**src/design/pfc_pkg.sv**
```systemverilog
// ----------------------------------------------------------------------------
// pfc_pkg: shared types, constants and helpers for the Playfair digraph cipher
// Letter codes, key square layout, payload words and cell position helpers.
// ----------------------------------------------------------------------------
package pfc_pkg;

    localparam int SIDE   = 5;
    localparam int CELLS  = SIDE * SIDE;
    localparam int CODE_W = 5;
    localparam int REG_W  = 60;
    localparam int POS_W  = 3;   // row or column, 0..SIDE-1
    localparam int IDX_W  = 5;   // cell index, 0..CELLS-1
    localparam int CFG_IDX_W = 2;

    typedef logic [CODE_W-1:0] code_t;
    typedef logic [CELLS-1:0][CODE_W-1:0] square_t;
    typedef logic [CELLS-1:0] match_t;

    typedef enum logic [1:0] {
        STATUS_OK     = 2'd0,
        STATUS_ABSENT = 2'd1,
        STATUS_SAME   = 2'd2
    } status_t;

    typedef enum logic [CFG_IDX_W-1:0] {
        CFG_CELLS_LOW = 2'd0,
        CFG_CELLS_MID = 2'd1,
        CFG_CELL_LAST = 2'd2
    } cfg_index_t;

    typedef struct packed {
        code_t first_letter;
        code_t second_letter;
        logic  decrypt;
    } pair_word_t;

    typedef struct packed {
        code_t   out_first;
        code_t   out_second;
        status_t status;
    } result_word_t;

    typedef struct packed {
        logic             found;
        logic [IDX_W-1:0] idx;
        logic [POS_W-1:0] row;
        logic [POS_W-1:0] col;
    } pos_t;

    // one step along a row or column, wrapping at both ends
    function automatic logic [POS_W-1:0] wrap_step(logic [POS_W-1:0] v, logic dec);
        logic [POS_W-1:0] r;
        if (dec)
        begin
            r = (v == '0) ? POS_W'(SIDE - 1) : v - POS_W'(1);
        end
        else
        begin
            r = (v == POS_W'(SIDE - 1)) ? '0 : v + POS_W'(1);
        end
        return r;
    endfunction

    // row * 5 + col
    function automatic logic [IDX_W-1:0] cell_index(logic [POS_W-1:0] row,
                                                     logic [POS_W-1:0] col);
        return {row, 2'b00} + {2'b00, row} + {2'b00, col};
    endfunction

endpackage

```
**src/design/pfc_find.sv**
```systemverilog
// ----------------------------------------------------------------------------
// pfc_find: two-stage letter locator
// Stage one compares the letter against every cell of the square; stage two
// picks the first hit in row-major order and registers its row and column.
// ----------------------------------------------------------------------------
module pfc_find
(
    input  logic            clk,
    input  pfc_pkg::square_t square,
    input  pfc_pkg::code_t   letter,
    input  logic            load_match,
    input  logic            load_pos,
    output pfc_pkg::pos_t    pos
);

    pfc_pkg::match_t match_reg;
    pfc_pkg::match_t match_next;
    pfc_pkg::pos_t   pos_reg;
    pfc_pkg::pos_t   pos_next;

    always_comb
    begin
        for (int k = 0; k < pfc_pkg::CELLS; k++)
        begin
            match_next[k] = (square[k] == letter);
        end
    end

    // first hit wins where the square repeats a code
    always_comb
    begin
        pos_next = '0;
        for (int r = 0; r < pfc_pkg::SIDE; r++)
        begin
            for (int c = 0; c < pfc_pkg::SIDE; c++)
            begin
                if (!pos_next.found && match_reg[r * pfc_pkg::SIDE + c])
                begin
                    pos_next.found = 1'b1;
                    pos_next.idx   = pfc_pkg::IDX_W'(r * pfc_pkg::SIDE + c);
                    pos_next.row   = pfc_pkg::POS_W'(r);
                    pos_next.col   = pfc_pkg::POS_W'(c);
                end
            end
        end
    end

    always_ff @(posedge clk)
    begin
        if (load_match)
        begin
            match_reg <= match_next;
        end
        if (load_pos)
        begin
            pos_reg <= pos_next;
        end
    end

    assign pos = pos_reg;

endmodule

```
**src/design/playfair_digraph_cipher.sv**
```systemverilog
// ----------------------------------------------------------------------------
// playfair_digraph_cipher: pipelined Playfair digraph transform
// Encrypts or decrypts one letter pair per cycle, unless the output stalls, against a 5x5 key square.
// ----------------------------------------------------------------------------
// Usage:
//   Load the key square through the cfg channel (index 0: cells 0..11,
//   index 1: cells 12..23, index 2: cell 24; 5-bit codes, row-major, cell k
//   at bits 5k+4..5k of its register). cfg_ready is always high. Write only
//   while the pipeline is empty.
//   A pair word is taken on pair_valid && !pair_stall; its result word leaves
//   on result_valid && !result_stall.
//   Each word passes four registered stages (match, encode, shift/swap,
//   cell read-out) before result_valid. Throughput: one word per cycle while
//   result_stall is low, set by the four-stage pipeline with no shared unit.
//   When the receiver stalls, each stage holds only while the stage after it
//   is full and held, so bubbles close up and the output register keeps the
//   waiting word; pair_stall rises only once all four stages are full.
//   Reset clears all stage valids and the key square to zeros.
//   Status: ok, absent (a letter matches no cell) or same cell; in the two
//   error cases the pair passes through unchanged.
// ----------------------------------------------------------------------------
module playfair_digraph_cipher
(
    input  logic                                 clk,
    input  logic                                 rst_n,
    input  logic                                 cfg_valid,
    output logic                                 cfg_ready,
    input  logic [pfc_pkg::CFG_IDX_W-1:0]        cfg_index,
    input  logic [pfc_pkg::REG_W-1:0]            cfg_data,
    input  logic                                 pair_valid,
    output logic                                 pair_stall,
    input  pfc_pkg::pair_word_t                  pair_word,
    output logic                                 result_valid,
    input  logic                                 result_stall,
    output pfc_pkg::result_word_t                result_word
);

    // key square
    logic [pfc_pkg::REG_W-1:0]  cells_low_reg;
    logic [pfc_pkg::REG_W-1:0]  cells_mid_reg;
    pfc_pkg::code_t             cell_last_reg;
    pfc_pkg::square_t           square;

    assign cfg_ready = 1'b1;

    always_ff @(posedge clk or negedge rst_n)
    begin
        if (!rst_n)
        begin
            cells_low_reg <= '0;
            cells_mid_reg <= '0;
            cell_last_reg <= '0;
        end
        else if (cfg_valid && cfg_ready)
        begin
            case (cfg_index)
                pfc_pkg::CFG_CELLS_LOW: cells_low_reg <= cfg_data;
                pfc_pkg::CFG_CELLS_MID: cells_mid_reg <= cfg_data;
                pfc_pkg::CFG_CELL_LAST: cell_last_reg <= cfg_data[pfc_pkg::CODE_W-1:0];
                default: ;
            endcase
        end
    end

    assign square = {cell_last_reg, cells_mid_reg, cells_low_reg};

    // stage valids and load enables
    logic v1_reg, v2_reg, v3_reg, v4_reg;
    logic en1, en2, en3, en4;

    assign en4 = !v4_reg || !result_stall;
    assign en3 = !v3_reg || en4;
    assign en2 = !v2_reg || en3;
    assign en1 = !v1_reg || en2;
    assign pair_stall = !en1;

    always_ff @(posedge clk or negedge rst_n)
    begin
        if (!rst_n)
        begin
            v1_reg <= 1'b0;
            v2_reg <= 1'b0;
            v3_reg <= 1'b0;
            v4_reg <= 1'b0;
        end
        else
        begin
            if (en1) v1_reg <= pair_valid;
            if (en2) v2_reg <= v1_reg;
            if (en3) v3_reg <= v2_reg;
            if (en4) v4_reg <= v3_reg;
        end
    end

    // stages 1 and 2: locate both letters
    pfc_pkg::pos_t pos_a, pos_b;

    pfc_find u_find_a
    (
        .clk        (clk),
        .square     (square),
        .letter     (pair_word.first_letter),
        .load_match (en1),
        .load_pos   (en2),
        .pos        (pos_a)
    );

    pfc_find u_find_b
    (
        .clk        (clk),
        .square     (square),
        .letter     (pair_word.second_letter),
        .load_match (en1),
        .load_pos   (en2),
        .pos        (pos_b)
    );

    pfc_pkg::pair_word_t s1_word_reg, s2_word_reg;

    always_ff @(posedge clk)
    begin
        if (en1) s1_word_reg <= pair_word;
        if (en2) s2_word_reg <= s1_word_reg;
    end

    // stage 3: rule selection and target cells
    pfc_pkg::status_t            status3_reg, status3_next;
    pfc_pkg::code_t              a3_reg, b3_reg;
    logic [pfc_pkg::IDX_W-1:0]   ia3_reg, ia3_next, ib3_reg, ib3_next;

    always_comb
    begin
        logic [pfc_pkg::POS_W-1:0] ra, ca, rb, cb;
        ra = pos_a.row;
        ca = pos_a.col;
        rb = pos_b.row;
        cb = pos_b.col;
        if (!pos_a.found || !pos_b.found)
        begin
            status3_next = pfc_pkg::STATUS_ABSENT;
        end
        else if (pos_a.idx == pos_b.idx)
        begin
            status3_next = pfc_pkg::STATUS_SAME;
        end
        else
        begin
            status3_next = pfc_pkg::STATUS_OK;
        end
        if (pos_a.row == pos_b.row)
        begin
            ca = pfc_pkg::wrap_step(pos_a.col, s2_word_reg.decrypt);
            cb = pfc_pkg::wrap_step(pos_b.col, s2_word_reg.decrypt);
        end
        else if (pos_a.col == pos_b.col)
        begin
            ra = pfc_pkg::wrap_step(pos_a.row, s2_word_reg.decrypt);
            rb = pfc_pkg::wrap_step(pos_b.row, s2_word_reg.decrypt);
        end
        else
        begin
            ca = pos_b.col;
            cb = pos_a.col;
        end
        ia3_next = pfc_pkg::cell_index(ra, ca);
        ib3_next = pfc_pkg::cell_index(rb, cb);
    end

    always_ff @(posedge clk)
    begin
        if (en3)
        begin
            status3_reg <= status3_next;
            a3_reg      <= s2_word_reg.first_letter;
            b3_reg      <= s2_word_reg.second_letter;
            ia3_reg     <= ia3_next;
            ib3_reg     <= ib3_next;
        end
    end

    // stage 4: read out the target cells
    pfc_pkg::result_word_t result_reg, result_next;

    always_comb
    begin
        result_next.status = status3_reg;
        if (status3_reg == pfc_pkg::STATUS_OK)
        begin
            result_next.out_first  = square[ia3_reg];
            result_next.out_second = square[ib3_reg];
        end
        else
        begin
            result_next.out_first  = a3_reg;
            result_next.out_second = b3_reg;
        end
    end

    always_ff @(posedge clk)
    begin
        if (en4)
        begin
            result_reg <= result_next;
        end
    end

    assign result_valid = v4_reg;
    assign result_word  = result_reg;

endmodule

```
**config.mk**
```make
export PLATFORM = sky130hd
export DESIGN_NAME = playfair_digraph_cipher
export DESIGN_NICKNAME = d
export VERILOG_FILES = /design/src/design/pfc_pkg.sv /design/src/design/pfc_find.sv /design/src/design/playfair_digraph_cipher.sv
export SDC_FILE = /design/constraint.sdc
export NUM_CORES = 1
export LEC_CHECK = 0
export BUFFER_PORTS_ARGS = -buffer_cell sky130_fd_sc_hd__buf_4
export CAP_MARGIN = 20
export CELL_PAD_IN_SITES_DETAIL_PLACEMENT = 0
export CELL_PAD_IN_SITES_GLOBAL_PLACEMENT = 1
export CORE_ASPECT_RATIO = 1.25
export CORE_MARGIN = 5
export CORE_UTILIZATION = 40
export DETAILED_ROUTE_END_ITERATION = 8
export GPL_TIMING_DRIVEN = 0
export MAX_ROUTING_LAYER = met4
export PLACE_DENSITY = 0.69
export SYNTH_ARGS = -nofsm -noshare
export SYNTH_HDL_FRONTEND = slang
export SYNTH_SLANG_ARGS = --single-unit
```
**constraint.sdc**
```tcl
create_clock -name clk -period 3.6 [get_ports clk]
set_input_delay 0.54 -clock clk [delete_from_list [all_inputs] [get_ports clk]]
set_output_delay 0.54 -clock clk [all_outputs]
set_load 0.02 [all_outputs]
```
==> impl_metrics.csv, run 1 <==
group,metric,value,unit
yosys,yosysMostFrequentCell,"xnor2_1",
global_route,grt-busiest-layer,"met2",
pwr,clock_power_share,0.209,
sta,setup_viol,0,
pwr,p_comb_frac,0.416,
placed_design,port_buffers,91,
sta,rsz0062_at_grt,"false",
clocking,clock_sinks,259,
pwr,netSwitchingFraction,0.381,
yosys,yosysSeqAreaShare,0.458,
pwr,peakVddDrop,0.000439,V
yosys,synthAdderAreaFrac,0.0260,
die,die_area,43000,µm²
placed_design,post-place-ws,0.300,ns
global_route,grt_first_pass_wirelength,73.9,mm
run_status,status,"finished clean",
final_layout,syn_to_final_growth,14.4,%
global_route,grt_pass1_vias,10700,
yosys,synth_nets,1357,
pwr,p_switching,5080,µW
worst_setup_path,timing.rr.start,"u_find_b.pos[5]",
final_layout,final_nets,1479,
sta,worst_pin_slew,0.930,ns
clocking,cts.htree.levels,1,
yosys,synth.area.top_cells,"edfxtp_1 25%, dfrtp_1 21%, mux2_2 9.9%",
worst_setup_path,path_cells,"xor2_1 > nor3_2 > clkbuf_1 > nor2_1 > a21oi_1 > fa_1 > ha_1 > a21o_1 > a21oi_1 > xnor2_1",
sta,finalHoldWorstSlack,0.164,ns
sta,postLayoutSetupSlackWorst,0.292,ns
routing,route.detailed.drc,0,
yosys,synth_common_cells,"160 x xnor2_1, 137 x mux2_2, 130 x edfxtp_1",
sta,fin_skew,0.0173,ns
yosys,syn_area,15600,µm²
yosys,synthMuxAreaShare,0.197,
worst_setup_path,crit_required,3.90,ns
pwr,seqPwrFrac,0.375,
placed_design,placed_cells_incl_taps,1833,
clocking,cts_buffer_depth,3,
die,core-area,38300,µm²
worst_setup_path,ff2ff_path_depth,10,
routing,wl,50.7,mm
sta,finalMaxSlewViolations,0,
yosys,yosysUniqueCellTypes,61,
worst_setup_path,crit_slowest_cell,"edfxtp_1",
clocking,tritoncts,"yes",
worst_setup_path,critPathLaunchType,"register",
sta,max_freq,302,MHz
hold_path,hold_depth,1,
final_layout,final_core_utilization,0.465,
global_route,grt_antenna_before_repair,1,
yosys,yosys.area.top_type_share,0.251,
global_route,overflow,0,
yosys,postSynth.asyncResetShare,0.498,
yosys,synth_top_family_by_area,"multiplexers",
final_layout,drive_gt1_frac,0.280,
sta,hold_viol,0,
clocking,insertion_delay,0.56,ns
worst_setup_path,r2r_end,"ia3_reg[4]",
hold_path,min_from,"pair_word[8]",
yosys,synth_cells,1249,
sta,slew_headroom,0.375,
job,cap_viol_max_count,0,
clocking,clock_tree.root_cell,"clkbuf_16",
worst_setup_path,crit_type,"reg2reg",
pwr,p_int,8260,µW
routing,vias,10800,
yosys,synth_compound_area_frac,0.0479,
global_route,use_met1,0.296,
worst_setup_path,worst_ep_arrival_time,3.61,ns
yosys,syn_area_per_cell,12.5,µm²
die,die-height,231,µm
global_route,met2_usage,0.396,
final_layout,instances_no_fill,1884,
worst_setup_path,cp_max_fo,10,
yosys,synth_area_leader_cell,"edfxtp_1",
hold_path,hold_class,"in2reg",
yosys,synth_edf_count,130,
worst_setup_path,regToRegSetupSlack,0.29,ns
routing,firstDrtPassIters,5,
placed_design,hpwl,40.2,mm
sta,post-route-period-util,0.919,
global_route,grt_max_degree,90,
clocking,path_clk_slew,0.07,ns
yosys,synthFlopType,"edfxtp_1",
routing,antenna_left,0,
die,pin_count,93,
worst_setup_path,cp_common_cell,"a21oi_1",
final_layout,fillers,3485,
die,chipWidth,187,µm
die,start_util,0.406,
yosys,synth-xor-area-share,0.150,
yosys,ys_seq_elements,259,
die,std_cell_rows,80,
routing,routedWlPerCell,26.9,µm
worst_setup_path,max_stage_delay,0.51,ns
worst_setup_path,cp-end-kind,"register",
yosys,synthSimpleGateAreaFrac,0.0920,
yosys,yosysWarnings,0,
clocking,cts_inserted_buffers,27,
routing,drtIter0Drc,795,
sta,period_needed,3.31,ns
clocking,post_cts_buffers,0,
hold_path,hold_end,"s1_word_reg[8]",
pwr,power.density,748,nW/µm²
pwr,leakage,0.00685,µW
routing,vias_per_cell,5.73,
global_route,grt_usage,0.237,
placed_design,routabilityCongestion,0.983,
global_route,met3_usage,0.0257,
[critical path: cells and delay by family, from the launching register on]
kind	cells	cell delay, ns
fa+ha+maj	2	0.79
compound gates	3	0.59
simple gates	2	0.53
flops	1	0.51
buf+inv	1	0.33
xor+xnor	2	0.31
[layer usage]
layer,vias up,part of all wire
met4,0,0.049
met3,106,0.049
li1,4839,-
met5,-,0
met1,5452,0.41
met2,389,0.50
[cell families (layout without fill, tap and decap cells)]
family / after synthesis / count (layout)
adders and majority gates: 30 / 30
DFF: 259 / 259
xor gates and xnor gates: 267 / 267
AOI/OAI and AO/OA: 112 / 112
other: 1 / 2
buffers and inverters: 95 / 237
and+or+nand+nor: 271 / 271
muxes: 214 / 214
[worst max path at each step]
stage | start | endpoint | slack [ns]
after global routing | u_find_b.pos[5] | ia3_reg[4] | 0.08
after detailed placement | u_find_b.pos[5] | ib3_reg[4] | 0.30
final | u_find_b.pos[5] | ia3_reg[4] | 0.29
after global placement | result_stall | pair_stall | -0.36
after CTS | u_find_b.pos[5] | ia3_reg[4] | 0.29
after floorplan | result_stall | pair_stall | 0.26
[stage by stage]
stage	area, µm²	TNS, ns	power [µW]
CTS	17800	0	13400
finish	17800	0	13300
floorplan	15600	0	8570
detailed placement	16900	0	10500
global placement	16900	-16.71	10500
global route	17800	0	14000
[repair_timing]
| action | 4_1_cts | 5_1_grt |
|---|---|---|
| gates resized for setup | 0 | 0 |
| endpoints found under the hold margin | 40 | 0 |
| hold buffers | 1 | 0 |
[cell type report]
class	instances	area, µm²	area share
Multi-Input combinational cell	895	8020	0.450
Sequential cell	259	7130	0.400
Inverter	30	113	0.00632
Tap cell	492	616	0.0345
Clock buffer	33	718	0.0403
Antenna cell	1	2.50	0.000140
Clock inverter	16	168	0.00940
Buffer	65	342	0.0192
Timing Repair Buffer	93	724	0.0406
[cells in the final DEF, fill, tap and decap left out, types with 4 or more instances in the layout]
master / count
mux2_2: 137
ha_1: 26
nor4_2: 5
clkbuf_1: 23
buf_6: 7
buf_4: 94
dfrtp_1: 129
nand2_1: 25
xor2_1: 107
nand2b_1: 7
clkbuf_16: 27
o21ai_0: 19
o211ai_1: 10
a21oi_1: 21
nor2b_1: 15
buf_1: 6
nor3_1: 74
o22ai_1: 12
mux2i_1: 17
xnor2_1: 160
clkinv_2: 4
a211oi_1: 18
mux4_2: 59
nor4_1: 7
nor2_1: 44
edfxtp_1: 130
buf_2: 30
fa_1: 4
nand3b_1: 4
nand3_1: 65
inv_1: 30
[power by group through the flow]
stage | combinational, µW | sequential [µW] | clock, µW
2_1_floorplan | 3940 | 4640 | 0
6_report | 5550 | 5000 | 2790
3_3_place_gp | 5470 | 5030 | 0
4_1_cts | 5530 | 4990 | 2850
5_1_grt | 5980 | 5050 | 2970
3_5_place_dp | 5490 | 5040 | 0
Note: power is estimated with default switching activity, not from simulation.
==> run 2, diff against run 1 <==
--- a/config.mk
+++ b/config.mk
@@ -11,11 +11,11 @@
 export CELL_PAD_IN_SITES_GLOBAL_PLACEMENT = 1
 export CORE_ASPECT_RATIO = 1.25
 export CORE_MARGIN = 5
-export CORE_UTILIZATION = 40
+export CORE_UTILIZATION = 50
 export DETAILED_ROUTE_END_ITERATION = 8
 export GPL_TIMING_DRIVEN = 0
 export MAX_ROUTING_LAYER = met4
-export PLACE_DENSITY = 0.69
+export PLACE_DENSITY = 0.83
 export SYNTH_ARGS = -nofsm -noshare
 export SYNTH_HDL_FRONTEND = slang
 export SYNTH_SLANG_ARGS = --single-unit
==> impl_metrics.csv, run 2 (synthesized netlist as in run 1, its figures left out) <==
group,metric,value,unit
run_status,status,"finished clean",
worst_setup_path,cp-end-kind,"register",
clocking,cts.htree.levels,1,
hold_path,hold_depth,1,
sta,fin_skew,0.0110,ns
worst_setup_path,timing.rr.start,"u_find_a.pos[5]",
routing,antenna_left,0,
global_route,grt_antenna_before_repair,0,
final_layout,layout_commonest_cell,"xnor2_1",
sta,finalHoldWorstSlack,0.197,ns
routing,firstDrtPassIters,5,
worst_setup_path,worst_ep_arrival_time,3.63,ns
global_route,grt_usage,0.283,
routing,route.detailed.drc,0,
die,start_util,0.504,
worst_setup_path,critPathLaunchType,"register",
sta,slew_headroom,0.349,
clocking,cts_buffer_depth,3,
die,die-height,207,µm
clocking,post_cts_buffers,0,
job,cap_viol_max_count,0,
final_layout,syn_to_final_growth,12.9,%
clocking,insertion_delay,0.53,ns
clocking,ctsHoldBuffers,1,
sta,finalMaxSlewViolations,0,
die,die_area,34800,µm²
global_route,grt_max_degree,92,
hold_path,min_from,"pair_word[0]",
hold_path,hold_end,"s1_word_reg[0]",
sta,hold_viol,0,
clocking,ctsResizeCount,0,
pwr,power.density,740,nW/µm²
placed_design,hpwl,38.4,mm
sta,worst_pin_slew,0.977,ns
final_layout,diodes,0,
placed_design,port_buffers,91,
worst_setup_path,ff2ff_path_depth,10,
routing,wl,48.4,mm
pwr,leakage,0.00679,µW
clocking,path_clk_slew,0.06,ns
pwr,peakVddDrop,0.000464,V
sta,post-route-period-util,0.932,
placed_design,placed_cells_incl_taps,1748,
routing,routedWlPerCell,27.0,µm
clocking,clock_sinks,259,
sta,setup_viol,0,
global_route,grt_pass1_vias,10800,
sta,rsz0062_at_grt,"false",
die,std_cell_rows,72,
final_layout,layout_common_cells,"160 x xnor2_1, 137 x mux2_2, 130 x edfxtp_1, 129 x dfrtp_1, 107 x xor2_1",
pwr,p_total,13000,µW
die,chipWidth,168,µm
routing,drtIter0Drc,935,
routing,vias,10900,
hold_path,hold_class,"in2reg",
clocking,cts_inserted_buffers,25,
worst_setup_path,r2r_end,"ia3_reg[4]",
worst_setup_path,crit_required,3.87,ns
global_route,overflow,0,
worst_setup_path,cp_max_fo,10,
sta,max_freq,298,MHz
worst_setup_path,regToRegSetupSlack,0.24,ns
routing,vias_per_cell,6.06,
clocking,tritoncts,"yes",
placed_design,routabilityCongestion,1.03,
final_layout,final_nets,1477,
final_layout,instances_no_fill,1794,
clocking,clock_tree.root_cell,"clkbuf_16",
sta,period_needed,3.36,ns
global_route,grt_first_pass_wirelength,71.6,mm
final_layout,drive_gt1_frac,0.274,
final_layout,final_core_utilization,0.569,
die,core-area,30900,µm²
worst_setup_path,crit_type,"reg2reg",
die,pin_count,93,
sta,tns,0,ns
run 2: cell types whose count changed in the layout (fill, tap and decap cells not counted), sizes merged:
cell,before,now
clkinvlp,3,0
clkinv,6,7
bufinv,3,1
diode,1,0
clkbuf,52,56
inv,34,30
run 2: worst max path at each step:
stage | end | cells after the start | startpoint
finish | ia3_reg[4] | 10 | u_find_a.pos[5]
global route | ia3_reg[4] | 10 | u_find_a.pos[3]
CTS | ia3_reg[4] | 10 | u_find_a.pos[3]
detailed placement | ia3_reg[4] | 10 | u_find_a.pos[3]
global placement | pair_stall | 5 | result_stall
floorplan | pair_stall | 3 | result_stall
run 2: routing by layer:
| metal | up-vias | routed length (µm) | track usage |
|---|---|---|---|
| met2 | 463 | 24000 | 0.466 |
| li1 | 4835 | - | - |
| met1 | 5430 | 18600 | 0.349 |
| met4 | 0 | 2880 | 0.135 |
| met5 | - | 0 | - |
| met3 | 138 | 2980 | 0.0328 |
run 2: critical path, stage by stage (launching register included):
cell      delay [ns]
edfxtp_1        0.51
xor2_1          0.20
nor3_2          0.46
clkbuf_1        0.35
nor2_1          0.07
a21oi_1         0.28
fa_1            0.51
ha_1            0.31
a21o_1          0.15
a21oi_1         0.17
xnor2_1         0.08
run 2: layout make-up:
type | count | area [µm²]
inverter | 30 | 113
clock buffer | 37 | 692
multi-input combinational | 895 | 8020
buffer | 65 | 342
tap | 407 | 509
fill | 2605 | 13300
sequential | 259 | 7130
timing repair buffer | 93 | 724
clock inverter | 8 | 66.3
run 2: report_power, final:
part | switching [µW] | leakage, µW | total [µW] | internal (µW)
Combinational | 2900 | 0.00348 | 5570 | 2670
Clock | 1070 | 0.000376 | 2470 | 1400
Sequential | 1010 | 0.00293 | 4970 | 3970
Total | 4970 | 0.00679 | 13000 | 8040
run 2: stage by stage:
step	instance area, µm²	setup WS, ns
6_report	17600	0.244
3_5_place_dp	16800	0.274
2_1_floorplan	15600	0.257
3_3_place_gp	16800	-0.292
5_1_grt	17600	0.0425
4_1_cts	17600	0.253
==> run 3, diff against run 2 <==
--- a/config.mk
+++ b/config.mk
@@ -10,12 +10,13 @@
 export CELL_PAD_IN_SITES_DETAIL_PLACEMENT = 0
 export CELL_PAD_IN_SITES_GLOBAL_PLACEMENT = 1
 export CORE_ASPECT_RATIO = 1.25
-export CORE_MARGIN = 5
+export CORE_MARGIN = 4
 export CORE_UTILIZATION = 50
 export DETAILED_ROUTE_END_ITERATION = 8
 export GPL_TIMING_DRIVEN = 0
 export MAX_ROUTING_LAYER = met4
 export PLACE_DENSITY = 0.83
+export SLEW_MARGIN = 0
 export SYNTH_ARGS = -nofsm -noshare
 export SYNTH_HDL_FRONTEND = slang
 export SYNTH_SLANG_ARGS = --single-unit
==> constraint.sdc (replaced) <==
create_clock -name clk -period 3.96 [get_ports clk]
set_input_delay 0.594 -clock clk [delete_from_list [all_inputs] [get_ports clk]]
set_output_delay 0.594 -clock clk [all_outputs]
set_load 0.02 [all_outputs]
==> impl_metrics.csv, run 3 (synthesized netlist as in run 1, its figures left out) <==
group,metric,value,unit
pwr,p_comb_frac,0.427,
hold_path,hold_depth,1,
run_status,status,"finished clean",
die,std_cell_rows,72,
worst_setup_path,max_stage_delay,0.51,ns
worst_setup_path,regToRegSetupSlack,0.50,ns
die,die-height,205,µm
worst_setup_path,critPathLaunchType,"register",
sta,setup_viol,0,
sta,finalHoldWorstSlack,0.219,ns
routing,antenna_left,0,
die,start_util,0.506,
final_layout,drive_gt1_frac,0.278,
routing,wl,48.9,mm
clocking,clock_tree.root_cell,"clkbuf_16",
worst_setup_path,crit_required,4.25,ns
placed_design,placed_cells_incl_taps,1749,
worst_setup_path,path_buf_inv,1,
clocking,clock_sinks,259,
final_layout,final_nets,1478,
clocking,insertion_delay,0.55,ns
die,core-area,30800,µm²
worst_setup_path,r2r_end,"ia3_reg[4]",
placed_design,routabilityCongestion,1.05,
final_layout,layout_commonest_cell,"xnor2_1",
sta,worst_pin_slew,0.935,ns
worst_setup_path,cp_common_cell,"a21oi_1",
worst_setup_path,cp-end-kind,"register",
clocking,tritoncts,"yes",
global_route,overflow,0,
placed_design,post-place-ws,0.516,ns
sta,max_freq,289,MHz
pwr,p_switching,4650,µW
job,cap_viol_max_count,0,
sta,fin_skew,0.0147,ns
final_layout,layout_common_cells,"160 x xnor2_1, 137 x mux2_2, 130 x edfxtp_1, 129 x dfrtp_1, 107 x xor2_1",
routing,vias_per_cell,6.10,
routing,firstDrtPassIters,5,
pwr,power.density,683,nW/µm²
routing,route.detailed.drc,0,
placed_design,port_buffers,91,
pwr,peakVddDrop,0.000455,V
routing,vias,11000,
clocking,cts_buffer_depth,3,
pwr,seqPwrFrac,0.372,
worst_setup_path,cp_max_fo,10,
routing,drtIter0Drc,864,
global_route,grt_max_degree,99,
sta,finalMaxSlewViolations,0,
sta,rsz0062_at_grt,"false",
pwr,clock_power_share,0.201,
routing,routedWlPerCell,27.2,µm
worst_setup_path,worst_ep_arrival_time,3.75,ns
hold_path,hold_end,"s1_word_reg[0]",
worst_setup_path,ff2ff_path_depth,10,
sta,post-route-period-util,0.874,
clocking,cts.htree.levels,1,
placed_design,hpwl,38.5,mm
pwr,p_int,7430,µW
final_layout,instances_no_fill,1798,
worst_setup_path,path_cells,"xor2_1 > nor3_2 > clkbuf_1 > nor2_1 > a21oi_1 > fa_1 > ha_1 > a21o_1 > a21oi_1 > xnor2_1",
clocking,path_clk_slew,0.06,ns
die,pin_count,93,
pwr,leakage,0.00681,µW
global_route,grt_pass1_vias,11000,
worst_setup_path,crit_family,"adder cells",
pwr,p_total,12100,µW
worst_setup_path,crit_slowest_cell,"edfxtp_1",
hold_path,min_from,"pair_word[0]",
pwr,netSwitchingFraction,0.385,
hold_path,hold_class,"in2reg",
sta,period_needed,3.46,ns
clocking,cts_inserted_buffers,25,
sta,hold_viol,0,
die,die_area,34100,µm²
worst_setup_path,timing.rr.start,"u_find_a.pos[5]",
die,chipWidth,166,µm
sta,slew_headroom,0.376,
global_route,grt_usage,0.293,
global_route,grt_first_pass_wirelength,72.3,mm
sta,postLayoutSetupSlackWorst,0.499,ns
worst_setup_path,crit_type,"reg2reg",
global_route,grt_antenna_before_repair,2,
final_layout,syn_to_final_growth,13.4,%
run 3: changes by cell type in the layout (fill, tap and decap cells not counted), sizes merged:
| cell | change |
|---|---|
| clkinvlp | +6 |
| diode | +2 |
| inv | +2 |
| bufinv | +1 |
| clkbuf | -3 |
| clkinv | -5 |
| buf | +1 |
run 3: power groups by stage:
| stage | sequential [µW] | clock, µW | combinational (µW) |
|---|---|---|---|
| after global placement | 4510 | 0 | 5020 |
| after CTS | 4470 | 2450 | 5120 |
| after global routing | 4550 | 2570 | 5540 |
| final | 4490 | 2420 | 5160 |
| after detailed placement | 4520 | 0 | 5070 |
| after floorplan | 4220 | 0 | 3580 |
run 3: repair_timing:
action,4_1_cts,5_1_grt
hold endpoints to repair,31,0
gates resized for setup,0,0
hold buffers,1,0
buffers inserted,0,0
setup endpoints to repair,0,0
run 3: per-layer routing:
| metal | global-route usage | vias up | routed length (µm) |
|---|---|---|---|
| li1 | - | 4843 | - |
| met1 | 0.358 | 5518 | 19100 |
| met2 | 0.487 | 467 | 24100 |
| met3 | 0.0357 | 147 | 2870 |
| met4 | 0.146 | 0 | 2900 |
| met5 | - | - | 0 |
run 3: worst max-delay path by stage:
stage | start | to | slack [ns] | cells after the start
floorplan | result_stall | pair_stall | 0.51 | 3
global placement | result_stall | pair_stall | -0.03 | 5
detailed placement | u_find_a.pos[3] | ia3_reg[4] | 0.52 | 10
CTS | u_find_a.pos[3] | ia3_reg[4] | 0.50 | 10
global route | u_find_a.pos[3] | ia3_reg[4] | 0.35 | 10
finish | u_find_a.pos[5] | ia3_reg[4] | 0.50 | 10
run 3: stage by stage:
step,setup TNS [ns],utilization,cell area [µm²]
finish,0,0.574,17700
global route,0,0.574,17700
CTS,0,0.574,17700
detailed placement,0,0.546,16800
global placement,-0.0321,0.544,16800
floorplan,0,-,15600
run 3: final cells by class:
| cell class | instances | area (µm²) |
|---|---|---|
| clock buffer | 34 | 703 |
| clock inverter | 12 | 129 |
| tap | 407 | 509 |
| inverter | 30 | 113 |
| buffer | 65 | 342 |
| multi-input combinational | 895 | 8010 |
| antenna | 2 | 5.00 |
| sequential | 259 | 7130 |
| timing repair buffer | 94 | 732 |
| fill | 2618 | 13100 |
